`src/rtl/cslp_pkg.sv`:
```
// ----------------------------------------------------------------------------
// cslp_pkg: shared types and constants of the command script line parser
// Character codes, table limits, parse mode encoding and the transaction
// payload records used by the channels and the internal stages.
// ----------------------------------------------------------------------------
`default_nettype none

package cslp_pkg;

   // table limits
   localparam int MAX_COMMANDS = 16;
   localparam int SCRIPT_BYTES = 512;

   // saturation limits of the decimal fields
   localparam logic [30:0] TRIG_MAX = 31'h7FFF_FFFF;
   localparam logic [7:0]  PORT_MAX = 8'd255;

   // character codes
   localparam logic [7:0] CHAR_SEMI  = 8'h3B;
   localparam logic [7:0] CHAR_LF    = 8'h0A;
   localparam logic [7:0] CHAR_CR    = 8'h0D;
   localparam logic [7:0] CHAR_TAB   = 8'h09;
   localparam logic [7:0] CHAR_SPACE = 8'h20;
   localparam logic [7:0] CHAR_0     = 8'h30;
   localparam logic [7:0] CHAR_9     = 8'h39;
   localparam logic [7:0] CHAR_A     = 8'h41;
   localparam logic [7:0] CHAR_LC_A  = 8'h61;
   localparam logic [7:0] CHAR_LC_Z  = 8'h7A;
   localparam logic [7:0] CASE_DIFF  = 8'h20;

   // command kinds with a payload rule
   localparam logic [7:0] KIND_TEXT = 8'h54;  // T
   localparam logic [7:0] KIND_BIN  = 8'h42;  // B
   localparam logic [7:0] KIND_NMEA = 8'h4E;  // N
   localparam logic [7:0] KIND_HEX  = 8'h48;  // H
   localparam logic [7:0] KIND_SREC = 8'h53;  // S

   // line parse position
   typedef enum logic [2:0] {
      MODE_TYPE  = 3'd0,
      MODE_GAP1  = 3'd1,
      MODE_GAP   = 3'd2,
      MODE_AT    = 3'd3,
      MODE_PORT1 = 3'd4,
      MODE_PORT  = 3'd5,
      MODE_BODY  = 3'd6,
      MODE_NOTE  = 3'd7
   } cslp_mode_type;

   // result transaction payload
   typedef struct packed {
      logic        payload_valid;
      logic [7:0]  payload_byte;
      logic        command_end;
      logic [3:0]  command_index;
      logic [7:0]  command_kind;
      logic [30:0] trigger_count;
      logic [7:0]  out_port;
      logic [8:0]  payload_offset;
      logic [8:0]  payload_length;
   } cslp_rsp_type;

   // held input byte handed to the parse core
   typedef struct packed {
      logic       valid;
      logic [7:0] script_byte;
   } cslp_item_type;

   // parse core result toward the output register
   typedef struct packed {
      logic         valid;
      cslp_rsp_type data;
   } cslp_result_type;

endpackage

`default_nettype wire

```
`src/rtl/cslp_req_if.sv`:
```
// ----------------------------------------------------------------------------
// cslp_req_if: script byte channel
// Valid/ready channel carrying one raw script byte per transaction.
// ----------------------------------------------------------------------------
`default_nettype none

interface cslp_req_if;

   logic       valid;
   logic       ready;
   logic [7:0] script_byte;

   modport source (output valid, output script_byte, input ready);
   modport sink   (input valid, input script_byte, output ready);

endinterface

`default_nettype wire

```
`src/rtl/cslp_rsp_if.sv`:
```
// ----------------------------------------------------------------------------
// cslp_rsp_if: parser result channel
// Valid/ready channel carrying one payload byte and/or command record.
// ----------------------------------------------------------------------------
`default_nettype none

interface cslp_rsp_if import cslp_pkg::*; ();

   logic         valid;
   logic         ready;
   cslp_rsp_type data;

   modport source (output valid, output data, input ready);
   modport sink   (input valid, input data, output ready);

endinterface

`default_nettype wire

```
`src/rtl/cslp_in_stage.sv`:
```
// ----------------------------------------------------------------------------
// cslp_in_stage: input register
// Captures one script byte per transaction and holds it until the parse
// core consumes it; refills in the same cycle the held byte is consumed.
// ----------------------------------------------------------------------------
`default_nettype none

module cslp_in_stage import cslp_pkg::*; (
   input  wire logic    clock,
   input  wire logic    reset,
   cslp_req_if.sink     req_chan,
   input  wire logic    take,
   output cslp_item_type item
);

   logic       valid_ff, valid_in;
   logic [7:0] byte_ff, byte_in;
   logic       load;

   // ready when empty or when the held byte leaves this cycle
   assign req_chan.ready = !valid_ff || take;
   assign load           = req_chan.valid && req_chan.ready;

   // occupancy and data update
   always_comb begin
      valid_in = valid_ff;
      byte_in  = byte_ff;
      if (load) begin
         valid_in = 1'b1;
         byte_in  = req_chan.script_byte;
      end else if (take) begin
         valid_in = 1'b0;
      end
   end

   always_ff @(posedge clock) begin
      if (reset) begin
         valid_ff <= 1'b0;
      end else begin
         valid_ff <= valid_in;
      end
      byte_ff <= byte_in;
   end

   assign item.valid       = valid_ff;
   assign item.script_byte = byte_ff;

endmodule

`default_nettype wire

```
`src/rtl/cslp_parse_core.sv`:
```
// ----------------------------------------------------------------------------
// cslp_parse_core: line parser state and per-byte update
// Tracks the position in the current line, accumulates the decimal fields,
// filters or packs payload bytes and builds the result record for a byte.
// ----------------------------------------------------------------------------
`default_nettype none

module cslp_parse_core import cslp_pkg::*; (
   input  wire logic          clock,
   input  wire logic          reset,
   input  wire cslp_item_type item,
   input  wire logic          step,
   output cslp_result_type    result
);

   cslp_mode_type mode_ff, mode_in;
   logic [7:0]    kind_ff, kind_in;
   logic [30:0]   trig_ff, trig_in;
   logic [7:0]    port_ff, port_in;
   logic [7:0]    hex_ff, hex_in;
   logic          nib_ff, nib_in;
   logic [8:0]    length_ff, length_in;
   logic [8:0]    start_ff, start_in;
   logic [8:0]    write_ff, write_in;
   logic [4:0]    index_ff, index_in;
   logic [9:0]    seen_ff, seen_in;

   logic [7:0]  c;
   logic        active;
   logic        live;
   logic        blank;
   logic        is_lf;
   logic        digit;
   logic [3:0]  digit_val;
   logic [7:0]  upper;
   logic [34:0] trig_sum;
   logic [30:0] trig_next;
   logic [11:0] port_sum;
   logic [7:0]  port_next;
   logic [7:0]  hex_val;
   logic [7:0]  hex_pack;
   logic        pv;
   logic [7:0]  pb;
   logic        endf;

   // byte classification
   assign c         = item.script_byte;
   assign active    = step && item.valid && (seen_ff < 10'(SCRIPT_BYTES));
   assign live      = index_ff < 5'(MAX_COMMANDS);
   assign is_lf     = (c == CHAR_LF);
   assign blank     = (c == CHAR_SPACE) || (c == CHAR_TAB) || (c == CHAR_CR) || is_lf;
   assign digit     = (c >= CHAR_0) && (c <= CHAR_9);
   assign digit_val = 4'(c - CHAR_0);
   assign upper     = ((c >= CHAR_LC_A) && (c <= CHAR_LC_Z)) ? (c - CASE_DIFF) : c;

   // decimal accumulate with saturation: acc * 10 + digit
   assign trig_sum  = {1'b0, trig_ff, 3'b000} + {3'b000, trig_ff, 1'b0}
                    + {31'd0, digit_val};
   assign trig_next = !digit ? trig_ff
                    : ((trig_sum > {4'd0, TRIG_MAX}) ? TRIG_MAX : trig_sum[30:0]);
   assign port_sum  = {1'b0, port_ff, 3'b000} + {3'b000, port_ff, 1'b0}
                    + {8'd0, digit_val};
   assign port_next = !digit ? port_ff
                    : ((port_sum > {4'd0, PORT_MAX}) ? PORT_MAX : port_sum[7:0]);

   // hex nibble value and shift into the packer
   assign hex_val  = (c < CHAR_A) ? (c - CHAR_0) : (c - CHAR_A + 8'd10);
   assign hex_pack = {hex_ff[3:0], 4'b0000} | hex_val;

   // next line position
   always_comb begin
      mode_in = mode_ff;
      if (active) begin
         unique case (mode_ff)
            MODE_TYPE:  mode_in = (upper == CHAR_SEMI) ? MODE_NOTE : MODE_GAP1;
            MODE_GAP1:  mode_in = MODE_GAP;
            MODE_GAP:   if (!blank) mode_in = MODE_AT;
            MODE_AT:    if (blank) mode_in = MODE_PORT1;
            MODE_PORT1: mode_in = MODE_PORT;
            MODE_PORT:  if (blank) mode_in = MODE_BODY;
            MODE_BODY:  if (is_lf) mode_in = MODE_TYPE;
            MODE_NOTE:  if (is_lf) mode_in = MODE_TYPE;
            default:    mode_in = MODE_TYPE;
         endcase
      end
   end

   // field accumulation, payload rule and record
   always_comb begin
      kind_in   = kind_ff;
      trig_in   = trig_ff;
      port_in   = port_ff;
      hex_in    = hex_ff;
      nib_in    = nib_ff;
      length_in = length_ff;
      start_in  = start_ff;
      write_in  = write_ff;
      index_in  = index_ff;
      seen_in   = seen_ff;
      pv        = 1'b0;
      pb        = 8'd0;
      endf      = 1'b0;
      if (active) begin
         seen_in = seen_ff + 10'd1;
         unique case (mode_ff)
            MODE_TYPE: begin
               kind_in = upper;
               trig_in = 31'd0;
               port_in = 8'd0;
            end
            MODE_GAP, MODE_AT: begin
               if (!blank) trig_in = trig_next;
            end
            MODE_PORT1: begin
               port_in = port_next;
            end
            MODE_PORT: begin
               if (blank) begin
                  length_in = 9'd0;
               end else begin
                  port_in = port_next;
               end
            end
            MODE_BODY: begin
               if (live) begin
                  case (kind_ff) inside
                     KIND_TEXT: begin
                        pv = 1'b1;
                        pb = c;
                     end
                     KIND_BIN, KIND_NMEA: begin
                        if (c >= CHAR_SPACE) begin
                           pv = 1'b1;
                           pb = c;
                        end
                     end
                     KIND_HEX, KIND_SREC: begin
                        if (!blank) begin
                           if (nib_ff) begin
                              pv     = 1'b1;
                              pb     = hex_pack;
                              hex_in = 8'd0;
                              nib_in = 1'b0;
                           end else begin
                              hex_in = hex_pack;
                              nib_in = 1'b1;
                           end
                        end
                     end
                     default: ;
                  endcase
                  if (pv) begin
                     length_in = length_ff + 9'd1;
                     write_in  = write_ff + 9'd1;
                  end
                  if (is_lf) begin
                     endf     = 1'b1;
                     index_in = index_ff + 5'd1;
                     start_in = write_in;
                  end
               end
            end
            MODE_NOTE: begin
               if (is_lf) start_in = write_ff;
            end
            default: ;
         endcase
      end
   end

   // parser state
   always_ff @(posedge clock) begin
      if (reset) begin
         mode_ff   <= MODE_TYPE;
         kind_ff   <= 8'd0;
         trig_ff   <= 31'd0;
         port_ff   <= 8'd0;
         hex_ff    <= 8'd0;
         nib_ff    <= 1'b0;
         length_ff <= 9'd0;
         start_ff  <= 9'd0;
         write_ff  <= 9'd0;
         index_ff  <= 5'd0;
         seen_ff   <= 10'd0;
      end else begin
         mode_ff   <= mode_in;
         kind_ff   <= kind_in;
         trig_ff   <= trig_in;
         port_ff   <= port_in;
         hex_ff    <= hex_in;
         nib_ff    <= nib_in;
         length_ff <= length_in;
         start_ff  <= start_in;
         write_ff  <= write_in;
         index_ff  <= index_in;
         seen_ff   <= seen_in;
      end
   end

   // result record for this byte
   assign result.valid               = pv || endf;
   assign result.data.payload_valid  = pv;
   assign result.data.payload_byte   = pb;
   assign result.data.command_end    = endf;
   assign result.data.command_index  = index_ff[3:0];
   assign result.data.command_kind   = kind_ff;
   assign result.data.trigger_count  = trig_ff;
   assign result.data.out_port       = port_ff;
   assign result.data.payload_offset = start_ff;
   assign result.data.payload_length = length_in;

endmodule

`default_nettype wire

```
`src/rtl/cslp_out_stage.sv`:
```
// ----------------------------------------------------------------------------
// cslp_out_stage: result register
// Holds one result transaction until the sink takes it and tells the
// parse core when a new byte may be processed.
// ----------------------------------------------------------------------------
`default_nettype none

module cslp_out_stage import cslp_pkg::*; (
   input  wire logic            clock,
   input  wire logic            reset,
   input  wire cslp_result_type result,
   input  wire logic            step,
   output logic                 free,
   cslp_rsp_if.source           rsp_chan
);

   logic         valid_ff, valid_in;
   cslp_rsp_type data_ff, data_in;

   // room for a new result when empty or being drained
   assign free = !valid_ff || rsp_chan.ready;

   // register update
   always_comb begin
      valid_in = valid_ff;
      data_in  = data_ff;
      if (free) begin
         valid_in = step && result.valid;
         data_in  = result.data;
      end
   end

   always_ff @(posedge clock) begin
      if (reset) begin
         valid_ff <= 1'b0;
      end else begin
         valid_ff <= valid_in;
      end
      data_ff <= data_in;
   end

   assign rsp_chan.valid = valid_ff;
   assign rsp_chan.data  = data_ff;

endmodule

`default_nettype wire

```
`src/rtl/command_script_line_parser.sv`:
```
// ----------------------------------------------------------------------------
// command_script_line_parser: command script line parser top level
// Parses a command script byte stream into payload bytes and command records.
// ----------------------------------------------------------------------------
// The parser takes one script byte per cycle while the result channel is not
// stalled and returns at most one result transaction per byte, held first in
// the input register and then the result register, with the whole line parse
// step done between them. Bytes that yield no result (line header, blanks,
// filtered payload, comment lines, bytes past the first 512) are consumed
// at the same rate. A stalled result channel holds the result register and
// then the input register; the byte rate is limited only by the sink.
// ----------------------------------------------------------------------------
`default_nettype none

module command_script_line_parser import cslp_pkg::*; (
   input wire logic   clock,
   input wire logic   reset,
   cslp_req_if.sink   req_chan,
   cslp_rsp_if.source rsp_chan
);

   cslp_item_type   item;
   cslp_result_type result;
   logic            free;
   logic            step;

   // the held byte is parsed whenever the result register has room
   assign step = item.valid && free;

   cslp_in_stage u_in_stage (
      .clock    (clock),
      .reset    (reset),
      .req_chan (req_chan),
      .take     (step),
      .item     (item)
   );

   cslp_parse_core u_parse_core (
      .clock  (clock),
      .reset  (reset),
      .item   (item),
      .step   (step),
      .result (result)
   );

   cslp_out_stage u_out_stage (
      .clock    (clock),
      .reset    (reset),
      .result   (result),
      .step     (step),
      .free     (free),
      .rsp_chan (rsp_chan)
   );

endmodule

`default_nettype wire
```
`src/flat_wrapper.sv`:
```
// flat-port wrapper written by rule: the top's interface ports become plain ports
module command_script_line_parser_flat import cslp_pkg::*;
  (clock, reset, req_chan_valid, req_chan_script_byte, req_chan_ready, rsp_chan_valid, rsp_chan_data, rsp_chan_ready);
  cslp_req_if req_chan_i ();
  cslp_rsp_if rsp_chan_i ();
  input wire logic clock;
  input wire logic reset;
  input wire logic [$bits(req_chan_i.valid)-1:0] req_chan_valid;
  input wire logic [$bits(req_chan_i.script_byte)-1:0] req_chan_script_byte;
  output wire logic [$bits(req_chan_i.ready)-1:0] req_chan_ready;
  output wire logic [$bits(rsp_chan_i.valid)-1:0] rsp_chan_valid;
  output wire logic [$bits(rsp_chan_i.data)-1:0] rsp_chan_data;
  input wire logic [$bits(rsp_chan_i.ready)-1:0] rsp_chan_ready;
  assign req_chan_i.valid = req_chan_valid;
  assign req_chan_i.script_byte = req_chan_script_byte;
  assign req_chan_ready = req_chan_i.ready;
  assign rsp_chan_valid = rsp_chan_i.valid;
  assign rsp_chan_data = rsp_chan_i.data;
  assign rsp_chan_i.ready = rsp_chan_ready;
  command_script_line_parser u_core (.clock(clock), .reset(reset), .req_chan(req_chan_i), .rsp_chan(rsp_chan_i));
endmodule
```
`config.mk`:
```
export PLATFORM = sky130hd
export DESIGN_NAME = command_script_line_parser_flat
export DESIGN_NICKNAME = d
export VERILOG_FILES = /design/src/rtl/cslp_pkg.sv /design/src/rtl/cslp_req_if.sv /design/src/rtl/cslp_rsp_if.sv /design/src/rtl/cslp_in_stage.sv /design/src/rtl/cslp_parse_core.sv /design/src/rtl/cslp_out_stage.sv /design/src/rtl/command_script_line_parser.sv /design/src/flat_wrapper.sv
export SDC_FILE = /design/constraint.sdc
export NUM_CORES = 1
export LEC_CHECK = 0
export ABC_AREA = 1
export BUFFER_PORTS_ARGS = -buffer_cell sky130_fd_sc_hd__buf_2
export CAP_MARGIN = 30
export CORE_MARGIN = 4
export CORE_UTILIZATION = 43
export DETAILED_ROUTE_END_ITERATION = 8
export GPL_TIMING_DRIVEN = 0
export SLEW_MARGIN = 20
export SYNTH_ARGS = -nofsm -noshare
export SYNTH_HDL_FRONTEND = slang
export SYNTH_SLANG_ARGS = --single-unit
export TNS_END_PERCENT = 100
```
`constraint.sdc`:
```
create_clock -name clock -period 7 [get_ports clock]
set_input_delay 0.7 -clock clock [delete_from_list [all_inputs] [get_ports clock]]
set_output_delay 0.7 -clock clock [all_outputs]
set_load 0.02 [all_outputs]
```
==> qor_table.md, run 1 <==
| Quantity | Value | Unit |
|---|---|---|
| Power density relative to cell area | 180 | nW/µm² |
| Routability congestion estimate from global placement | 0.926 | - |
| Number of cells on the worst reg-to-reg path | 17 | - |
| Synth warn | 0 | - |
| Hold crit path type | in2reg | - |
| Clock root buffer | clkbuf_16 | - |
| Std-Cell Core Area | 25200 | µm² |
| Total detailed-routing wirelength | 27400 | µm |
| Flops & latches, synth | 186 | - |
| Largest net degree at the start of global routing | 59 | - |
| Placement row count | 58 | - |
| Layout cells sized above 1 | 10.8 | % |
| CTS hold repair buffers | 0 | - |
| First-pass GRT wire length | 45400 | µm |
| Starting utilization of the core area | 43.7 | % |
| Maximum number of buffers from clock root to sink | 2 | - |
| Min Tclk post-route | 3490 | ps |
| Post-synthesis cell type count | 45 | - |
| Worst flop-to-flop path endpoint | u_core.u_parse_core.trig_ff[19] | - |
| R2r startpoint | u_core.u_in_stage.byte_ff[3] | - |
| Skew-Pair Late Insertion Delay | 440 | ps |
| Sinks on Clock Net | 186 | - |
| Overall die width | 168 | µm |
| Max cap viols | 0 | - |
| Antenna violations before repair | 0 | - |
| Final Max Tran Viols | 0 | - |
| CP Capture Type | flip-flop | - |
| Critical path startpoint category | flip-flop | - |
| Start-to-end type of the worst setup path | reg2reg | - |
| Worst path required time | 7310 | ps |
| Via count | 9441 | - |
| Fraction of the cycle the final worst path needs | 49.9 | % |
| Peak VDD IR | 0.151 | mV |
| Overall track demand over capacity in global routing | 19.6 | % |
| Post-synthesis sequential area ratio | 41.7 | % |
| Drt drc | 0 | - |
| Antenna diodes | 0 | - |
| Number of nets produced by synthesis | 1536 | - |
| Count of buffers inserted at the top-level ports | 91 | - |
| Count of placed standard cells including taps | 1852 | - |
| Total setup violations reported at the end of the flow | 0 | - |
| Signal arrival time at the worst endpoint | 3800 | ps |
| Post-DP HPWL | 20900 | µm |
| Routed length per placed instance | 14.5 | µm |
| Worst slew margin relative to its limit | 44.2 | % |
| Start point of the worst min-delay path | req_chan_script_byte[6] | - |
| Clock tree from TritonCTS | done | - |
| Clock slew at the register clock pins of the worst setup and hold paths | 80 | ps |
| Die area | 28200 | µm² |
| Htree depth | 4 | - |
| Aggregate global routing overflow | 0 | - |
| # Post-CTS Setup Buffers | 0 | - |
| Endpoints failing hold | 0 | - |
| Setup slack, reg-to-reg | 3510 | ps |
| Syn avg cell area | 7.70 | µm² |
| Number of standard cells in the layout, taps in and fillers out | 1884 | - |
| Hold Path Sink | u_core.u_in_stage.byte_ff[6] | - |
| Synthesized cell area | 11000 | µm² |
| Routed vias/inst | 5.01 | - |
| Number of CTS-inserted buffers | 17 | - |
| Crit path max fanout | 10 | - |
| Leakage power summed over all cells | 6.35 | nW |
| Antenna Violating Nets Remaining | 0 | - |
| Least-Margin Pin Slew | 837 | ps |
| Instance count of the mapped netlist | 1430 | - |
| Hold Crit Depth | 1 | - |
| Vert. Die Dim | 168 | µm |
| Boundary pin count | 93 | - |
| Final nets | 1647 | - |
| Status | finished clean | - |
| Largest clock skew in the final design | 14.6 | ps |
| Detailed router's first-iteration violation count | 559 | - |
| RSZ-0062 raised after global routing | false | - |
| Post-synthesis to final-layout area growth | 13.7 | % |
| Post-cts repair resize count | 0 | - |
| Number of global-route vias before repair | 9060 | - |
| Max Clk Rate | 286 | MHz |
| Router iterations before antenna repair | 6 | - |
| TNS Setup | 0 | ps |
[through the flow]
stage          power (mW)  cell area [µm²]  hold WS [ps]  worst slack (ps)  utilization (%)
6_report             2.26            12500           436              3510             49.7
5_1_grt              2.35            12500           412              3220             49.7
4_1_cts              2.29            12500           413              3520             49.7
3_5_place_dp         1.30            11900           418              3520             47.3
3_3_place_gp         1.30            11900           415              1730             47.2
2_1_floorplan        1.26            11000           403              3190                -
[layout make-up]
type,instances,area (µm²)
clock inverter,14,166
inverter,202,761
buffer,35,175
timing repair buffer,92,483
tap,330,413
sequential,186,4590
fill,2488,12700
clock buffer,18,439
multi-input combinational,1007,5490
[worst max path at each step]
| stage | depth (start not counted) | slack (ps) | start | to |
|---|---|---|---|---|
| 5_1_grt | 17 | 3220 | u_core.u_in_stage.byte_ff[3] | u_core.u_parse_core.trig_ff[20] |
| 3_5_place_dp | 17 | 3520 | u_core.u_in_stage.byte_ff[3] | u_core.u_parse_core.trig_ff[19] |
| 3_3_place_gp | 12 | 1730 | rsp_chan_ready | u_core.u_out_stage.rsp_chan.data[0] |
| 2_1_floorplan | 11 | 3190 | rsp_chan_ready | u_core.u_out_stage.rsp_chan.data[0] |
| 6_report | 17 | 3510 | u_core.u_in_stage.byte_ff[3] | u_core.u_parse_core.trig_ff[19] |
| 4_1_cts | 17 | 3520 | u_core.u_in_stage.byte_ff[3] | u_core.u_parse_core.trig_ff[19] |
[flip-flops by register name, indices dropped and copies added (netlist names)]
| register | count |
|---|---|
| u_core.u_parse_core.length_ff | 9 |
| u_core.u_parse_core.nib_ff | 1 |
| u_core.u_parse_core.write_ff | 9 |
| u_core.u_parse_core.kind_ff | 8 |
| u_core.u_parse_core.index_ff | 5 |
| u_core.u_parse_core.mode_ff | 3 |
| u_core.u_parse_core.port_ff | 8 |
| u_core.u_in_stage.valid_ff | 1 |
| u_core.u_parse_core.trig_ff | 31 |
| u_core.u_parse_core.seen_ff | 10 |
| u_core.u_out_stage.rsp_chan.data | 79 |
| u_core.u_parse_core.start_ff | 9 |
| u_core.u_parse_core.hex_ff | 4 |
| u_core.u_in_stage.byte_ff | 8 |
| u_core.u_out_stage.rsp_chan.valid | 1 |
[critical path: stages (launching register included)]
cell,delay [ps]
edfxtp_1,420
buf_4,190
inv_2,120
fa_1,470
fa_1,470
inv_1,90
nand2_1,60
nand3_1,160
nand2_1,90
nand2_1,160
nand2_1,90
nand3_1,90
nand2_1,60
nor2_1,360
buf_2,300
nand3_1,100
nand2_1,70
a21oi_1,60
[placed cells by master, fill, tap and decap left out, drive strengths merged, types with 14 or more instances in the layout]
master  Yosys  final
inv       201    210
dfxtp      99     99
nand2     405    405
clkbuf     17     35
o21ai      69     69
xnor2      16     16
a21oi     132    132
nor2      104    104
nand3      96     96
edfxtp     87     87
nor3       14     14
ha         90     90
buf        18    110
nand4      17     17
xor2       21     21
[cells by family (layout without fill, tap and decap cells)]
group                    Yosys count  after routing  synth area share [%]
AO/OA/AOI/OAI                    226            226                  10.8
XOR/XNOR                          37             37                  2.94
adder cells (fa/ha/maj)           94             94                  10.9
buffers and inverters            237            361                  8.47
flip-flops                       186            186                  41.7
AND/OR/NAND/NOR                  650            650                  25.1
[report_power, final]
| group | internal (mW) | switching, mW | total (mW) |
|---|---|---|---|
| Combinational | 0.0331 | 0.0809 | 0.114 |
| Sequential | 1.14 | 0.0153 | 1.16 |
| Clock | 0.494 | 0.489 | 0.983 |
[routing by layer]
metal / share of wire [%] / track usage, % / up-vias
met5: 0 / 0 / -
met4: 1.7 / 5.12 / 0
met3: 4.2 / 3.59 / 35
met2: 44 / 30.9 / 190
met1: 51 / 28.0 / 4310
li1: - / - / 4906
[synthesized netlist by cell type, drive strengths merged]
master | number | share of area, %
nand2 | 405 | 14
o211ai | 4 | 0.27
xnor2 | 16 | 1.3
buf | 18 | 1.0
and2 | 2 | 0.11
nor4 | 2 | 0.25
o21bai | 5 | 0.34
a21boi | 1 | 0.068
fa | 4 | 0.73
nor2 | 104 | 3.8
o21a | 3 | 0.20
a22oi | 3 | 0.20
o311ai | 1 | 0.080
xor2 | 21 | 1.7
clkbuf | 17 | 0.58
nand3 | 96 | 4.5
clkinv | 1 | 0.034
nand3b | 5 | 0.34
a21o | 1 | 0.068
inv | 201 | 6.8
nor3 | 14 | 0.74
ha | 90 | 10
nor3b | 3 | 0.20
or2 | 1 | 0.057
and3 | 1 | 0.057
a21oi | 132 | 6.0
o22ai | 1 | 0.057
o31ai | 1 | 0.068
dfxtp | 99 | 18
nand4 | 17 | 0.97
a31oi | 5 | 0.28
edfxtp | 87 | 24
o21ai | 69 | 3.2
Note: power is estimated with default switching activity, not from simulation.
==> run 2, diff against run 1 <==
==> constraint.sdc (replaced) <==
create_clock -name clock -period 3.2 [get_ports clock]
set_input_delay 0.32 -clock clock [delete_from_list [all_inputs] [get_ports clock]]
set_output_delay 0.32 -clock clock [all_outputs]
set_load 0.02 [all_outputs]
==> qor_table.md, run 2 (synthesis results as in run 1) <==
| Quantity | Value | Unit | vs previous |
|---|---|---|---|
| Largest net degree at the start of global routing | 36 | - | was 59 |
| Htree depth | 4 | - | unchanged |
| Worst flop-to-flop path endpoint | u_core.u_parse_core.trig_ff[1] | - | was u_core.u_parse_core.trig_ff[19] |
| Antenna Violating Nets Remaining | 0 | - | unchanged |
| Routed vias/inst | 5.06 | - | was 5.01 |
| Relative contribution of combinational cells to total power | 5.1 | % | about the same |
| CP endpoint | u_core.u_parse_core.trig_ff[1] | - | was u_core.u_parse_core.trig_ff[19] |
| Largest clock skew in the final design | 18.0 | ps | was 14.6 ps |
| Util after Layout | 50.7 | % | was 49.7% |
| Crit path max fanout | 7 | - | was 10 |
| Hold crit path type | in2reg | - | unchanged |
| Max cap viols | 0 | - | unchanged |
| Detailed router's first-iteration violation count | 650 | - | was 559 |
| P_int | 3.66 | mW | was 1.67 mW |
| TNS Setup | 0 | ps | unchanged |
| Post-Place Cell Area | 11900 | µm² | about the same |
| Pwr Total | 4.96 | mW | was 2.26 mW |
| Maximum number of buffers from clock root to sink | 2 | - | unchanged |
| Overall die width | 168 | µm | unchanged |
| Post-synthesis to final-layout area growth | 15.8 | % | was 13.7% |
| Via count | 9621 | - | was 9441 |
| Switching power as a share of total power | 26.2 | % | was 25.9% |
| Final Max Tran Viols | 0 | - | unchanged |
| Std-Cell Core Area | 25200 | µm² | unchanged |
| Number of cells on the worst reg-to-reg path | 17 | - | unchanged |
| Boundary pin count | 93 | - | unchanged |
| Start point of the worst min-delay path | req_chan_script_byte[6] | - | unchanged |
| Status | finished clean | - | unchanged |
| Overall track demand over capacity in global routing | 19.9 | % | was 19.6% |
| Die area | 28200 | µm² | unchanged |
| Endpoints failing hold | 0 | - | unchanged |
| Power density relative to cell area | 389 | nW/µm² | was 180 nW/µm² |
| Router iterations before antenna repair | 7 | - | was 6 |
| Setup slack, reg-to-reg | 180 | ps | was 3510 ps |
| Clock slew at the register clock pins of the worst setup and hold paths | 80 | ps | about the same |
| Met2 routed WL | 12700 | µm | was 11900 µm |
| Met3 routed wirelength | 1270 | µm | was 1150 µm |
| Total detailed-routing wirelength | 28200 | µm | was 27400 µm |
| Routed length per placed instance | 14.8 | µm | was 14.5 µm |
| Highest Signal Layer | met5 | - | was met4 |
| Fraction of the cycle the final worst path needs | 94.5 | % | was 49.9% |
| Min Tclk post-route | 3020 | ps | was 3490 ps |
| Antenna diodes | 0 | - | unchanged |
| Clock root buffer | clkbuf_16 | - | unchanged |
| Critical path startpoint category | flip-flop | - | unchanged |
| Peak VDD IR | 0.398 | mV | was 0.151 mV |
| Clock tree from TritonCTS | done | - | unchanged |
| Worst slew margin relative to its limit | 48.7 | % | was 44.2% |
| Drt drc | 0 | - | unchanged |
| First-pass GRT wire length | 45900 | µm | was 45400 µm |
| Post-DP HPWL | 21200 | µm | was 20900 µm |
| Max reg flops | 79 | - | unchanged |
| Signal arrival time at the worst endpoint | 3310 | ps | was 3800 ps |
| Aggregate global routing overflow | 0 | - | unchanged |
| R2r startpoint | u_core.u_in_stage.byte_ff[3] | - | unchanged |
| Critical path origin | u_core.u_in_stage.byte_ff[3] | - | unchanged |
| Layout cells sized above 1 | 13.0 | % | was 10.8% |
| Power share of the clock group | 43.7 | % | was 43.6% |
| Start-to-end type of the worst setup path | reg2reg | - | unchanged |
| Most common cell after layout, fill and taps aside | nand2_1 | - | unchanged |
| CP Capture Type | flip-flop | - | unchanged |
| Total setup violations reported at the end of the flow | 0 | - | unchanged |
| Number of global-route vias before repair | 9212 | - | was 9060 |
| Leakage power summed over all cells | 6.47 | nW | was 6.35 nW |
| Worst path required time | 3490 | ps | was 7310 ps |
| Placement row count | 58 | - | unchanged |
| Starting utilization of the core area | 43.7 | % | unchanged |
| Routed length on met1 | 14000 | µm | was 13800 µm |
| Sequential power share | 51.1 | % | was 51.4% |
| Final nets | 1664 | - | was 1647 |
| Commonest non-fill, non-tap cells in the layout | 390 x nand2_1, 192 x inv_1, 131 x a21oi_1 | - | was 400 x nand2_1, 192 x inv_1, 132 x a21oi_1 |
| Antenna violations before repair | 1 | - | was 0 |
| Design Area, Final | 12800 | µm² | was 12500 µm² |
| Max Clk Rate | 331 | MHz | was 286 MHz |
| Count of buffers inserted at the top-level ports | 91 | - | unchanged |
| Switching Power | 1.30 | mW | was 0.585 mW |
| Skew-Pair Late Insertion Delay | 440 | ps | about the same |
| Number of CTS-inserted buffers | 17 | - | unchanged |
| Sinks on Clock Net | 186 | - | unchanged |
| Routability congestion estimate from global placement | 0.913 | - | was 0.926 |
| Worst slack on hold paths | 57.1 | ps | was 436 ps |
| Vert. Die Dim | 168 | µm | unchanged |
| Least-Margin Pin Slew | 769 | ps | was 837 ps |
==> run 2: worst max-delay path, stage by stage, from the launching register on <==
cell      delay, ps
edfxtp_1        400
buf_6           140
inv_4            80
fa_2            460
fa_2            360
inv_1            90
nand2_1          70
nand3_2         110
nand2_1          80
nand2_2         130
nand2_1          90
nand3_1          90
nand2_1          90
nor2_4          310
buf_4           200
nand3_1          60
nand2_1          60
a21oi_1          60
==> run 2: how the worst min path moves through the flow <==
stage,cells past startpoint,to
floorplan,0,u_core.u_out_stage.rsp_chan.data[11]
global placement,0,u_core.u_out_stage.rsp_chan.data[16]
detailed placement,0,u_core.u_out_stage.rsp_chan.data[14]
CTS,1,u_core.u_in_stage.byte_ff[6]
global route,1,u_core.u_in_stage.byte_ff[5]
finish,1,u_core.u_in_stage.byte_ff[6]
==> run 2: power by group through the flow <==
stage                     logic [mW]  clock network [mW]  registers (mW)
after floorplan                0.159                   0            2.59
after global placement         0.246                   0            2.59
after detailed placement       0.249                   0            2.59
after CTS                      0.250                2.22            2.54
after global routing           0.285                2.31            2.54
final                          0.255                2.17            2.53
==> run 2: what timing repair did <==
action | CTS | global route
setup buffers | 0 | 10
cloned | 0 | 6
hold buffers | 0 | 0
endpoints found under the setup margin | 31 | 35
resized for setup | 12 | 30
pin swaps | 1 | 7
==> run 2: per-stage QoR <==
step | setup WS, ps | std cells
2_1_floorplan | 147 | 1430
3_3_place_gp | -1020 | 1851
3_5_place_dp | -304 | 1853
4_1_cts | 2.66 | 1885
5_1_grt | -18.1 | 1901
6_report | 176 | 1901
==> run 2: layout make-up <==
cell class / count / area, µm²
buffer: 35 / 216
timing repair buffer: 108 / 608
clock inverter: 14 / 164
tap: 330 / 413
multi-input combinational: 1007 / 5560
fill: 2489 / 12400
clock buffer: 18 / 439
timing repair inverter: 1 / 5.00
inverter: 202 / 764
sequential: 186 / 4600
==> run 2: layer usage <==
metal	track usage, %	vias up
met2	32.5	233
met1	28.0	4427
met5	0	-
met3	3.17	19
li1	-	4940
met4	4.20	2
